==> src/idct8_lifting_walsh_macros.svh <==
// Assertion macros shared by the row IDCT modules.
// Depends on nothing; included by the files that carry checks.
`ifndef IDCT8_LIFTING_WALSH_MACROS_SVH
`define IDCT8_LIFTING_WALSH_MACROS_SVH

`ifndef SYNTHESIS
// Check that is switched off while reset is asserted.
`define IDCT8LW_ASSERT(lbl, clk, rst_n, prop) \
  lbl: assert property (@(posedge clk) disable iff (!rst_n) (prop)) \
    else $error("idct8lw check failed");
// Check that also holds during reset.
`define IDCT8LW_ASSERT_RST(lbl, clk, prop) \
  lbl: assert property (@(posedge clk) (prop)) \
    else $error("idct8lw reset check failed");
`else
`define IDCT8LW_ASSERT(lbl, clk, rst_n, prop)
`define IDCT8LW_ASSERT_RST(lbl, clk, prop)
`endif

`endif

==> src/idct8lw_pkg.sv <==
// Shared constants of the 8-point lifting IDCT with Walsh-Hadamard output stage.
// Depends on nothing.
package idct8lw_pkg;

  // Default coefficient width.
  localparam int COEF_WIDTH_DEF = 16;
  // Width of one output sample.
  localparam int SAMPLE_WIDTH = 22;
  // Headroom bits carried through the lifting and butterfly stages.
  localparam int GUARD_BITS = 10;
  // Number of items in one row.
  localparam int ROW_LEN = 8;
  // Register stages of the lifting rotations and of the butterfly.
  localparam int ROT_STAGES = 6;
  localparam int WHT_STAGES = 3;

endpackage

==> src/idct8lw_if.sv <==
// Valid/ready channel interfaces for coefficient rows and sample rows.
// Depends on idct8lw_pkg.
interface idct8lw_in_if #(
  parameter int COEF_WIDTH = idct8lw_pkg::COEF_WIDTH_DEF
);
  logic                         valid;
  logic                         ready;
  logic signed [COEF_WIDTH-1:0] coef_0;
  logic signed [COEF_WIDTH-1:0] coef_1;
  logic signed [COEF_WIDTH-1:0] coef_2;
  logic signed [COEF_WIDTH-1:0] coef_3;
  logic signed [COEF_WIDTH-1:0] coef_4;
  logic signed [COEF_WIDTH-1:0] coef_5;
  logic signed [COEF_WIDTH-1:0] coef_6;
  logic signed [COEF_WIDTH-1:0] coef_7;

  modport source (
    output valid, coef_0, coef_1, coef_2, coef_3, coef_4, coef_5, coef_6, coef_7,
    input  ready
  );
  modport sink (
    input  valid, coef_0, coef_1, coef_2, coef_3, coef_4, coef_5, coef_6, coef_7,
    output ready
  );
endinterface

interface idct8lw_out_if;
  logic                                       valid;
  logic                                       ready;
  logic signed [idct8lw_pkg::SAMPLE_WIDTH-1:0] sample_0;
  logic signed [idct8lw_pkg::SAMPLE_WIDTH-1:0] sample_1;
  logic signed [idct8lw_pkg::SAMPLE_WIDTH-1:0] sample_2;
  logic signed [idct8lw_pkg::SAMPLE_WIDTH-1:0] sample_3;
  logic signed [idct8lw_pkg::SAMPLE_WIDTH-1:0] sample_4;
  logic signed [idct8lw_pkg::SAMPLE_WIDTH-1:0] sample_5;
  logic signed [idct8lw_pkg::SAMPLE_WIDTH-1:0] sample_6;
  logic signed [idct8lw_pkg::SAMPLE_WIDTH-1:0] sample_7;

  modport source (
    output valid, sample_0, sample_1, sample_2, sample_3,
           sample_4, sample_5, sample_6, sample_7,
    input  ready
  );
  modport sink (
    input  valid, sample_0, sample_1, sample_2, sample_3,
           sample_4, sample_5, sample_6, sample_7,
    output ready
  );
endinterface

==> src/idct8lw_rot.sv <==
// Lifting rotation pipeline: bit reversal, five lifting rotations, second bit reversal.
// Depends on idct8lw_pkg and idct8_lifting_walsh_macros.svh.
`include "idct8_lifting_walsh_macros.svh"

module idct8lw_rot #(
  parameter int COEF_WIDTH = idct8lw_pkg::COEF_WIDTH_DEF
) (
  input  logic                                                clk,
  input  logic                                                rst_n,
  input  logic                                                in_valid,
  output logic                                                in_ready,
  input  logic signed [COEF_WIDTH-1:0]                        in_coef [idct8lw_pkg::ROW_LEN],
  output logic                                                out_valid,
  input  logic                                                out_ready,
  output logic signed [COEF_WIDTH+idct8lw_pkg::GUARD_BITS-1:0] out_data [idct8lw_pkg::ROW_LEN]
);
  import idct8lw_pkg::*;

  localparam int IW = COEF_WIDTH + GUARD_BITS;
  localparam int NST = ROT_STAGES;

  typedef logic signed [IW-1:0] word_t;

  word_t s0    [ROW_LEN];
  word_t d_nxt [NST][ROW_LEN];
  word_t d_r   [NST][ROW_LEN];
  logic  v_r   [NST];
  logic  en    [NST];

  // Sign-extend the incoming row into the working width.
  always_comb begin
    for (int k = 0; k < ROW_LEN; k++) begin
      s0[k] = word_t'(in_coef[k]);
    end
  end

  // Lanes keep the input coefficient index through the first three stages.
  // Stage 0: first lift of the -pi/8, 7pi/16 and 3pi/16 rotations.
  // Stage 1: second lift of the same rotations.
  // Stage 2: third lift, with the three intermediates negated.
  // Stages 3 to 5: the two 3pi/8 rotations, one lift per stage.
  always_comb begin
    d_nxt[0] = s0;
    d_nxt[0][2] = s0[2] - (s0[6] >>> 2);
    d_nxt[0][1] = s0[1] + (((s0[7] <<< 1) + s0[7]) >>> 2);
    d_nxt[0][3] = s0[3] - (s0[5] >>> 2);

    d_nxt[1] = d_r[0];
    d_nxt[1][6] = d_r[0][6] + (d_r[0][2] >>> 1);
    d_nxt[1][7] = d_r[0][7] - d_r[0][1];
    d_nxt[1][5] = d_r[0][5] + (d_r[0][3] >>> 1);

    d_nxt[2] = d_r[1];
    d_nxt[2][2] = d_r[1][2] - (d_r[1][6] >>> 2);
    d_nxt[2][1] = -(d_r[1][1] + (((d_r[1][7] <<< 1) + d_r[1][7]) >>> 2));
    d_nxt[2][7] = -d_r[1][7];
    d_nxt[2][3] = -(d_r[1][3] - (d_r[1][5] >>> 2));

    d_nxt[3] = d_r[2];
    d_nxt[3][3] = d_r[2][3] + (((d_r[2][7] <<< 2) + d_r[2][7]) >>> 3);
    d_nxt[3][1] = d_r[2][1] + (((d_r[2][5] <<< 2) + d_r[2][5]) >>> 3);

    d_nxt[4] = d_r[3];
    d_nxt[4][7] = d_r[3][7] - d_r[3][3];
    d_nxt[4][5] = d_r[3][5] - d_r[3][1];

    d_nxt[5] = d_r[4];
    d_nxt[5][3] = d_r[4][3] + (((d_r[4][7] <<< 2) + d_r[4][7]) >>> 3);
    d_nxt[5][1] = d_r[4][1] + (((d_r[4][5] <<< 2) + d_r[4][5]) >>> 3);
  end

  // A stage loads when it is empty or when the stage after it moves on.
  always_comb begin
    en[NST-1] = !v_r[NST-1] || out_ready;
    for (int k = NST - 2; k >= 0; k--) begin
      en[k] = !v_r[k] || en[k+1];
    end
  end

  // Valid bits.
  always_ff @(posedge clk) begin
    if (!rst_n) begin
      for (int k = 0; k < NST; k++) begin
        v_r[k] <= 1'b0;
      end
    end else begin
      if (en[0]) begin
        v_r[0] <= in_valid;
      end
      for (int k = 1; k < NST; k++) begin
        if (en[k]) begin
          v_r[k] <= v_r[k-1];
        end
      end
    end
  end

  // Data registers.
  always_ff @(posedge clk) begin
    for (int k = 0; k < NST; k++) begin
      if (en[k]) begin
        d_r[k] <= d_nxt[k];
      end
    end
  end

  assign in_ready  = en[0];
  assign out_valid = v_r[NST-1];

  // Second bit reversal: hand the row over in butterfly order.
  assign out_data[0] = d_r[NST-1][0];
  assign out_data[1] = d_r[NST-1][3];
  assign out_data[2] = d_r[NST-1][2];
  assign out_data[3] = d_r[NST-1][7];
  assign out_data[4] = d_r[NST-1][4];
  assign out_data[5] = d_r[NST-1][1];
  assign out_data[6] = d_r[NST-1][6];
  assign out_data[7] = d_r[NST-1][5];

  // A stalled row stays put, and a drained output never blocks the input.
  `IDCT8LW_ASSERT(a_rot_hold, clk, rst_n, (out_valid && !out_ready) |=> (out_valid && $stable(out_data[3])))
  `IDCT8LW_ASSERT(a_rot_ready_drained, clk, rst_n, !out_valid |-> in_ready)

endmodule

==> src/idct8lw_wht.sv <==
// Walsh-ordered 8-point Hadamard butterfly, one add level per register stage.
// Depends on idct8lw_pkg and idct8_lifting_walsh_macros.svh.
`include "idct8_lifting_walsh_macros.svh"

module idct8lw_wht #(
  parameter int COEF_WIDTH = idct8lw_pkg::COEF_WIDTH_DEF
) (
  input  logic                                                clk,
  input  logic                                                rst_n,
  input  logic                                                in_valid,
  output logic                                                in_ready,
  input  logic signed [COEF_WIDTH+idct8lw_pkg::GUARD_BITS-1:0] in_data [idct8lw_pkg::ROW_LEN],
  output logic                                                out_valid,
  input  logic                                                out_ready,
  output logic signed [idct8lw_pkg::SAMPLE_WIDTH-1:0]         out_sample [idct8lw_pkg::ROW_LEN]
);
  import idct8lw_pkg::*;

  localparam int IW = COEF_WIDTH + GUARD_BITS;
  localparam int NST = WHT_STAGES;

  typedef logic signed [IW-1:0] word_t;

  word_t d_nxt [NST][ROW_LEN];
  word_t d_r   [NST][ROW_LEN];
  logic  v_r   [NST];
  logic  en    [NST];

  // Level 0 forms pair sums and differences, level 1 combines pairs,
  // level 2 produces the samples in Walsh order.
  always_comb begin
    d_nxt[0][0] = in_data[0] + in_data[1];
    d_nxt[0][1] = in_data[4] + in_data[5];
    d_nxt[0][2] = in_data[2] + in_data[3];
    d_nxt[0][3] = in_data[6] + in_data[7];
    d_nxt[0][4] = in_data[0] - in_data[1];
    d_nxt[0][5] = in_data[4] - in_data[5];
    d_nxt[0][6] = in_data[2] - in_data[3];
    d_nxt[0][7] = in_data[6] - in_data[7];

    d_nxt[1][0] = d_r[0][0] + d_r[0][2];
    d_nxt[1][1] = d_r[0][1] + d_r[0][3];
    d_nxt[1][2] = d_r[0][0] - d_r[0][2];
    d_nxt[1][3] = d_r[0][1] - d_r[0][3];
    d_nxt[1][4] = d_r[0][4] - d_r[0][6];
    d_nxt[1][5] = d_r[0][5] - d_r[0][7];
    d_nxt[1][6] = d_r[0][4] + d_r[0][6];
    d_nxt[1][7] = d_r[0][5] + d_r[0][7];

    d_nxt[2][0] = d_r[1][0] + d_r[1][1];
    d_nxt[2][1] = d_r[1][0] - d_r[1][1];
    d_nxt[2][2] = d_r[1][2] - d_r[1][3];
    d_nxt[2][3] = d_r[1][2] + d_r[1][3];
    d_nxt[2][4] = d_r[1][4] + d_r[1][5];
    d_nxt[2][5] = d_r[1][4] - d_r[1][5];
    d_nxt[2][6] = d_r[1][6] - d_r[1][7];
    d_nxt[2][7] = d_r[1][6] + d_r[1][7];
  end

  // A stage loads when it is empty or when the stage after it moves on.
  always_comb begin
    en[NST-1] = !v_r[NST-1] || out_ready;
    for (int k = NST - 2; k >= 0; k--) begin
      en[k] = !v_r[k] || en[k+1];
    end
  end

  // Valid bits.
  always_ff @(posedge clk) begin
    if (!rst_n) begin
      for (int k = 0; k < NST; k++) begin
        v_r[k] <= 1'b0;
      end
    end else begin
      if (en[0]) begin
        v_r[0] <= in_valid;
      end
      for (int k = 1; k < NST; k++) begin
        if (en[k]) begin
          v_r[k] <= v_r[k-1];
        end
      end
    end
  end

  // Data registers.
  always_ff @(posedge clk) begin
    for (int k = 0; k < NST; k++) begin
      if (en[k]) begin
        d_r[k] <= d_nxt[k];
      end
    end
  end

  // The last stage is the output register; samples wrap to the output width.
  always_comb begin
    for (int k = 0; k < ROW_LEN; k++) begin
      out_sample[k] = SAMPLE_WIDTH'(d_r[NST-1][k]);
    end
  end

  assign in_ready  = en[0];
  assign out_valid = v_r[NST-1];

  // An accepted row always lands in the first stage.
  `IDCT8LW_ASSERT(a_wht_load, clk, rst_n, (in_valid && in_ready) |=> v_r[0])

endmodule

==> src/idct8_lifting_walsh.sv <==
// Top level of the integer 8-point row IDCT (lifting rotations plus Walsh-Hadamard).
// Depends on idct8lw_pkg, idct8lw_if, idct8lw_rot, idct8lw_wht and the macro header.
//
//   channel | direction | handshake         | payload
//   in_ch   | sink      | valid/ready       | coef_0 .. coef_7, COEF_WIDTH bits signed
//   out_ch  | source    | valid/ready       | sample_0 .. sample_7, 22 bits signed
//
// One row is accepted per cycle until an out_ch stall fills every stage; a row passes
// through six lifting stages and three butterfly stages.
// Reset clears only the stage valid bits; data registers are not reset.
// When out_ch stalls, rows stay in their stages and empty stages keep filling,
// so in_ch.ready drops only when all nine stages hold a row.
`include "idct8_lifting_walsh_macros.svh"

module idct8_lifting_walsh #(
  parameter int COEF_WIDTH = idct8lw_pkg::COEF_WIDTH_DEF
) (
  input  logic               clk,
  input  logic               rst_n,
  idct8lw_in_if.sink         in_ch,
  idct8lw_out_if.source      out_ch
);
  import idct8lw_pkg::*;

  localparam int IW = COEF_WIDTH + GUARD_BITS;

  logic signed [COEF_WIDTH-1:0]   coef      [ROW_LEN];
  logic signed [IW-1:0]           mid_data  [ROW_LEN];
  logic signed [SAMPLE_WIDTH-1:0] sample    [ROW_LEN];
  logic                           mid_valid;
  logic                           mid_ready;

  // Gather the row from the input channel.
  assign coef[0] = in_ch.coef_0;
  assign coef[1] = in_ch.coef_1;
  assign coef[2] = in_ch.coef_2;
  assign coef[3] = in_ch.coef_3;
  assign coef[4] = in_ch.coef_4;
  assign coef[5] = in_ch.coef_5;
  assign coef[6] = in_ch.coef_6;
  assign coef[7] = in_ch.coef_7;

  // Lifting rotations.
  idct8lw_rot #(
    .COEF_WIDTH (COEF_WIDTH)
  ) u_rot (
    .clk       (clk),
    .rst_n     (rst_n),
    .in_valid  (in_ch.valid),
    .in_ready  (in_ch.ready),
    .in_coef   (coef),
    .out_valid (mid_valid),
    .out_ready (mid_ready),
    .out_data  (mid_data)
  );

  // Walsh-Hadamard butterfly and output register.
  idct8lw_wht #(
    .COEF_WIDTH (COEF_WIDTH)
  ) u_wht (
    .clk        (clk),
    .rst_n      (rst_n),
    .in_valid   (mid_valid),
    .in_ready   (mid_ready),
    .in_data    (mid_data),
    .out_valid  (out_ch.valid),
    .out_ready  (out_ch.ready),
    .out_sample (sample)
  );

  // Scatter the samples onto the output channel.
  assign out_ch.sample_0 = sample[0];
  assign out_ch.sample_1 = sample[1];
  assign out_ch.sample_2 = sample[2];
  assign out_ch.sample_3 = sample[3];
  assign out_ch.sample_4 = sample[4];
  assign out_ch.sample_5 = sample[5];
  assign out_ch.sample_6 = sample[6];
  assign out_ch.sample_7 = sample[7];

  // Nothing is offered on the output right after a reset cycle.
  `IDCT8LW_ASSERT_RST(a_reset_empty, clk, !rst_n |=> !out_ch.valid)

endmodule

==> src/flat_wrapper.sv <==
// flat-port wrapper written by rule: the top's interface ports become plain ports
module idct8_lifting_walsh_flat import idct8lw_pkg::*;
#(
  parameter int COEF_WIDTH = idct8lw_pkg::COEF_WIDTH_DEF
)
  (clk, rst_n, in_ch_valid, in_ch_coef_0, in_ch_coef_1, in_ch_coef_2, in_ch_coef_3, in_ch_coef_4, in_ch_coef_5, in_ch_coef_6, in_ch_coef_7, in_ch_ready, out_ch_valid, out_ch_sample_0, out_ch_sample_1, out_ch_sample_2, out_ch_sample_3, out_ch_sample_4, out_ch_sample_5, out_ch_sample_6, out_ch_sample_7, out_ch_ready);
  idct8lw_in_if #(.COEF_WIDTH(COEF_WIDTH)) in_ch_i ();
  idct8lw_out_if out_ch_i ();
  input  logic clk;
  input  logic rst_n;
  input wire logic [$bits(in_ch_i.valid)-1:0] in_ch_valid;
  input wire logic [$bits(in_ch_i.coef_0)-1:0] in_ch_coef_0;
  input wire logic [$bits(in_ch_i.coef_1)-1:0] in_ch_coef_1;
  input wire logic [$bits(in_ch_i.coef_2)-1:0] in_ch_coef_2;
  input wire logic [$bits(in_ch_i.coef_3)-1:0] in_ch_coef_3;
  input wire logic [$bits(in_ch_i.coef_4)-1:0] in_ch_coef_4;
  input wire logic [$bits(in_ch_i.coef_5)-1:0] in_ch_coef_5;
  input wire logic [$bits(in_ch_i.coef_6)-1:0] in_ch_coef_6;
  input wire logic [$bits(in_ch_i.coef_7)-1:0] in_ch_coef_7;
  output wire logic [$bits(in_ch_i.ready)-1:0] in_ch_ready;
  output wire logic [$bits(out_ch_i.valid)-1:0] out_ch_valid;
  output wire logic [$bits(out_ch_i.sample_0)-1:0] out_ch_sample_0;
  output wire logic [$bits(out_ch_i.sample_1)-1:0] out_ch_sample_1;
  output wire logic [$bits(out_ch_i.sample_2)-1:0] out_ch_sample_2;
  output wire logic [$bits(out_ch_i.sample_3)-1:0] out_ch_sample_3;
  output wire logic [$bits(out_ch_i.sample_4)-1:0] out_ch_sample_4;
  output wire logic [$bits(out_ch_i.sample_5)-1:0] out_ch_sample_5;
  output wire logic [$bits(out_ch_i.sample_6)-1:0] out_ch_sample_6;
  output wire logic [$bits(out_ch_i.sample_7)-1:0] out_ch_sample_7;
  input wire logic [$bits(out_ch_i.ready)-1:0] out_ch_ready;
  assign in_ch_i.valid = in_ch_valid;
  assign in_ch_i.coef_0 = in_ch_coef_0;
  assign in_ch_i.coef_1 = in_ch_coef_1;
  assign in_ch_i.coef_2 = in_ch_coef_2;
  assign in_ch_i.coef_3 = in_ch_coef_3;
  assign in_ch_i.coef_4 = in_ch_coef_4;
  assign in_ch_i.coef_5 = in_ch_coef_5;
  assign in_ch_i.coef_6 = in_ch_coef_6;
  assign in_ch_i.coef_7 = in_ch_coef_7;
  assign in_ch_ready = in_ch_i.ready;
  assign out_ch_valid = out_ch_i.valid;
  assign out_ch_sample_0 = out_ch_i.sample_0;
  assign out_ch_sample_1 = out_ch_i.sample_1;
  assign out_ch_sample_2 = out_ch_i.sample_2;
  assign out_ch_sample_3 = out_ch_i.sample_3;
  assign out_ch_sample_4 = out_ch_i.sample_4;
  assign out_ch_sample_5 = out_ch_i.sample_5;
  assign out_ch_sample_6 = out_ch_i.sample_6;
  assign out_ch_sample_7 = out_ch_i.sample_7;
  assign out_ch_i.ready = out_ch_ready;
  idct8_lifting_walsh #(.COEF_WIDTH(COEF_WIDTH)) u_core (.clk(clk), .rst_n(rst_n), .in_ch(in_ch_i), .out_ch(out_ch_i));
endmodule
==> config.mk <==
export PLATFORM = sky130hd
export DESIGN_NAME = idct8_lifting_walsh_flat
export DESIGN_NICKNAME = d
export VERILOG_FILES = /design/src/idct8lw_pkg.sv /design/src/idct8lw_if.sv /design/src/idct8lw_rot.sv /design/src/idct8lw_wht.sv /design/src/idct8_lifting_walsh.sv /design/src/flat_wrapper.sv
export VERILOG_INCLUDE_DIRS = /design/src /design/src/src
export SDC_FILE = /design/constraint.sdc
export NUM_CORES = 2
export LEC_CHECK = 0
export BUFFER_PORTS_ARGS = -buffer_cell sky130_fd_sc_hd__buf_2
export CAP_MARGIN = 30
export CORE_UTILIZATION = 45
export DETAILED_ROUTE_END_ITERATION = 6
export SYNTH_ARGS = -nofsm -noshare
export SYNTH_HDL_FRONTEND = slang
export SYNTH_SLANG_ARGS = --single-unit
export TNS_END_PERCENT = 1
==> constraint.sdc <==
create_clock -name clk -period 10.05 [get_ports clk]
set_input_delay 3.015 -clock clk [delete_from_list [all_inputs] [get_ports clk]]
set_output_delay 3.015 -clock clk [all_outputs]
set_load 0.01 [all_outputs]
==> run_results.csv <==
group,metric,value,unit
yosys,syn_area_per_cell,11.1,um2
timing,slew_violations,0,
cts,clk_latency,820,ps
floorplanning,num_io_pins,310,
route,drc,1,
cts,htreeDepth,4,
worst_setup_path,crit_fanout,19,
route,ant_nets,0,
floorplanning,fp.coreArea,0.203,mm2
worst_setup_path,crit_slowest_cell,"and3_1",
yosys,yosys.area_share.adder,14.2,%
route,vias,59800,
timing,max_clock_freq,0.116,GHz
worst_setup_path,crit_type,"input port to output pin",
cts,cts_made_buffers,164,
route,vias_per_cell,5.31,
timing,rsz0062_at_grt,"false",
timing,tightestPinTransition,1010,ps
yosys,syn-num-nets,9420,
floorplanning,die_y,454,um
cts,hold_buffers,0,
grt,grt_max_degree,163,
grt,grt_usage,20.3,%
timing,clock_skew,29.6,ps
floorplanning,die_area,0.206,mm2
placed_design,routabilityCongestion,0.921,
cells_and_area,num-nets-final,9603,
placed_design,hpwl,171000,um
yosys,post_synth_xor_area_fraction,7.76,%
cells_and_area,synthToLayoutAreaGrowth,9.51,%
timing,slew_headroom,32.5,%
yosys,synth_top_family_by_area,"compound AO/OA/AOI/OAI gates",
timing,finalHoldViolCount,0,
cts,cts_resized,0,
yosys,synth.distinct_cells,97,
cts,clockRootBuffer,"clkbuf_16",
worst_setup_path,required,7040,ps
route,drtPass1Iterations,7,
run_status,violations,"DRC",
worst_setup_path,slowest_delay,490,ps
cells_and_area,most-common-layout-cells,"edfxtp_1 (1498), ha_1 (969), inv_1 (843), a21oi_1 (656), xnor2_1 (638)",
run_status,status,"complete, but fails checks",
grt,grt_pass1_wl,325000,um
cts,cts_tree,"built",
floorplanning,row_count,165,
timing,min_period,8620,ps
yosys,yosysWarningCount,0,
yosys,async_flop_share,0,%
worst_setup_path,critPathLaunchType,"input port",
worst_setup_path,crit_path_end_kind,"output pin",
cells_and_area,layout-drive-gt1-share,8.09,%
yosys,synth-seq-cells,1498,
yosys,synthesis.area,0.0920,mm2
grt,grt-ovfl-total,0,
yosys,synth_compound_area_share,14.2,%
timing,tns,0,ps
yosys,synth_simple_gate_area_share,9.31,%
yosys,synthFlopType,"edfxtp_1",
floorplanning,start_util,45.4,%
worst_setup_path,critPathArrivalTime,5610,ps
placed_design,io_buffer_count,309,
yosys,syn_inst,8274,
hold_path,hold_class,"register to register",
cts,clk_pin_slew,60,ps
floorplanning,die_w,454,um
cts,post_cts_buffers,0,
timing,finalSetupViolations,0,
route,wl_per_cell,18.9,um
yosys,synth.mux.area_fraction,0.175,%
grt,antenna_found_initial,1,
yosys,synth_edf_count,1498,
run,cap_violations,0,
route,drt_iter0_drc,3608,
yosys,yosysSeqAreaShare,48.9,%
cts,clock_sinks,1498,
grt,first_global_vias,58600,
route,wl,213000,um
timing,period_share,85.8,%
cts,clockBufferDepth,3,
worst_setup_path,critical_path.cell_chain,"buf_2 -> nor2b_1 -> and2_1 -> and3_1 -> and2_1 -> and3_1 -> nand3_4 -> buf_2",
cells_and_area,mostFrequentLayoutCell,"edfxtp_1",
routing by layer:
metal / vias to the layer above / GRT usage (%) / wire [um]
li1: 30100 / - / -
met1: 28300 / 25.2 / 94400
met2: 1144 / 36.3 / 105000
met3: 301 / 2.31 / 6350
met4: 0 / 6.87 / 6800
met5: - / 0 / 0
critical path, delay by kind of cell:
family | cells | cell delay, ps
AND/OR/NAND/NOR | 6 | 2220
buffers and inverters | 2 | 340
synthesized netlist by cell type, types with 98 or more instances:
master,count,area (um2)
edfxtp_1,1498,45000
ha_1,969,12100
inv_1,848,3180
a21oi_1,656,3280
xnor2_1,638,5590
nor2_1,630,2360
o21ai_0,344,1720
nand2_1,264,991
nor3_1,230,1150
buf_4,177,1330
xor2_1,177,1550
a21o_1,175,1310
nor2b_1,128,801
clkbuf_1,119,447
o21bai_1,110,826
nand3_1,109,546
nand2b_1,101,632
o21a_1,98,736
cells by family after synthesis:
| family | Yosys count |
|---|---|
| AOI/OAI and AO/OA | 1994 |
| xor gates and xnor gates | 815 |
| adders and majority gates | 1014 |
| buffers and inverters | 1164 |
| DFF | 1498 |
| muxes | 16 |
| and+or+nand+nor | 1773 |
sequential cells by signal, summed over array words and instances, names as in the netlist:
name and cells:
u_core.u_rot.d_r 978, u_core.u_rot.v_r 6, u_core.u_wht.d_r 511, u_core.u_wht.v_r 3
final cells by class:
cell class / count / area (um2)
fillers: 18100 / 102000
flip-flops and latches: 1498 / 45000
multi-input cells: 5612 / 42000
clock buffers: 186 / 4210
well taps: 2672 / 3340
inverters: 850 / 3220
repair buffers: 331 / 1750
clock inverters: 112 / 1260
diodes: 1 / 2.50
worst paths after layout:
check / start / to / slack, ps / cells past startpoint
worst min register to register: u_core.u_rot.d_r[3][91]$_DFFE_PP_ / u_core.u_rot.d_r[4][91]$_DFFE_PP_ / 410 / 0
worst min-delay path: u_core.u_rot.d_r[3][91]$_DFFE_PP_ / u_core.u_rot.d_r[4][91]$_DFFE_PP_ / 410 / 0
worst max-delay path: out_ch_ready / in_ch_ready / 1430 / 8
worst max register to register: u_core.u_rot.d_r[1][1]$_DFFE_PP_ / u_core.u_rot.d_r[2][180]$_DFFE_PP_ / 4660 / 19
metrics by stage:
stage	instance area, um2	std cells	utilization, %	worst slack, ps	hold WS (ps)
6_report	101000	11300	49.7	1430	405
5_1_grt	101000	11300	49.7	1180	401
4_1_cts	101000	11300	49.7	1350	401
3_5_place_dp	95300	11000	47.0	1360	405
3_3_place_gp	95300	11000	47.0	1420	401
2_1_floorplan	92000	8274	-	1150	400
Power is not shown: default switching activity piles up to over one toggle a cycle in this logic, so the estimate is an artifact.
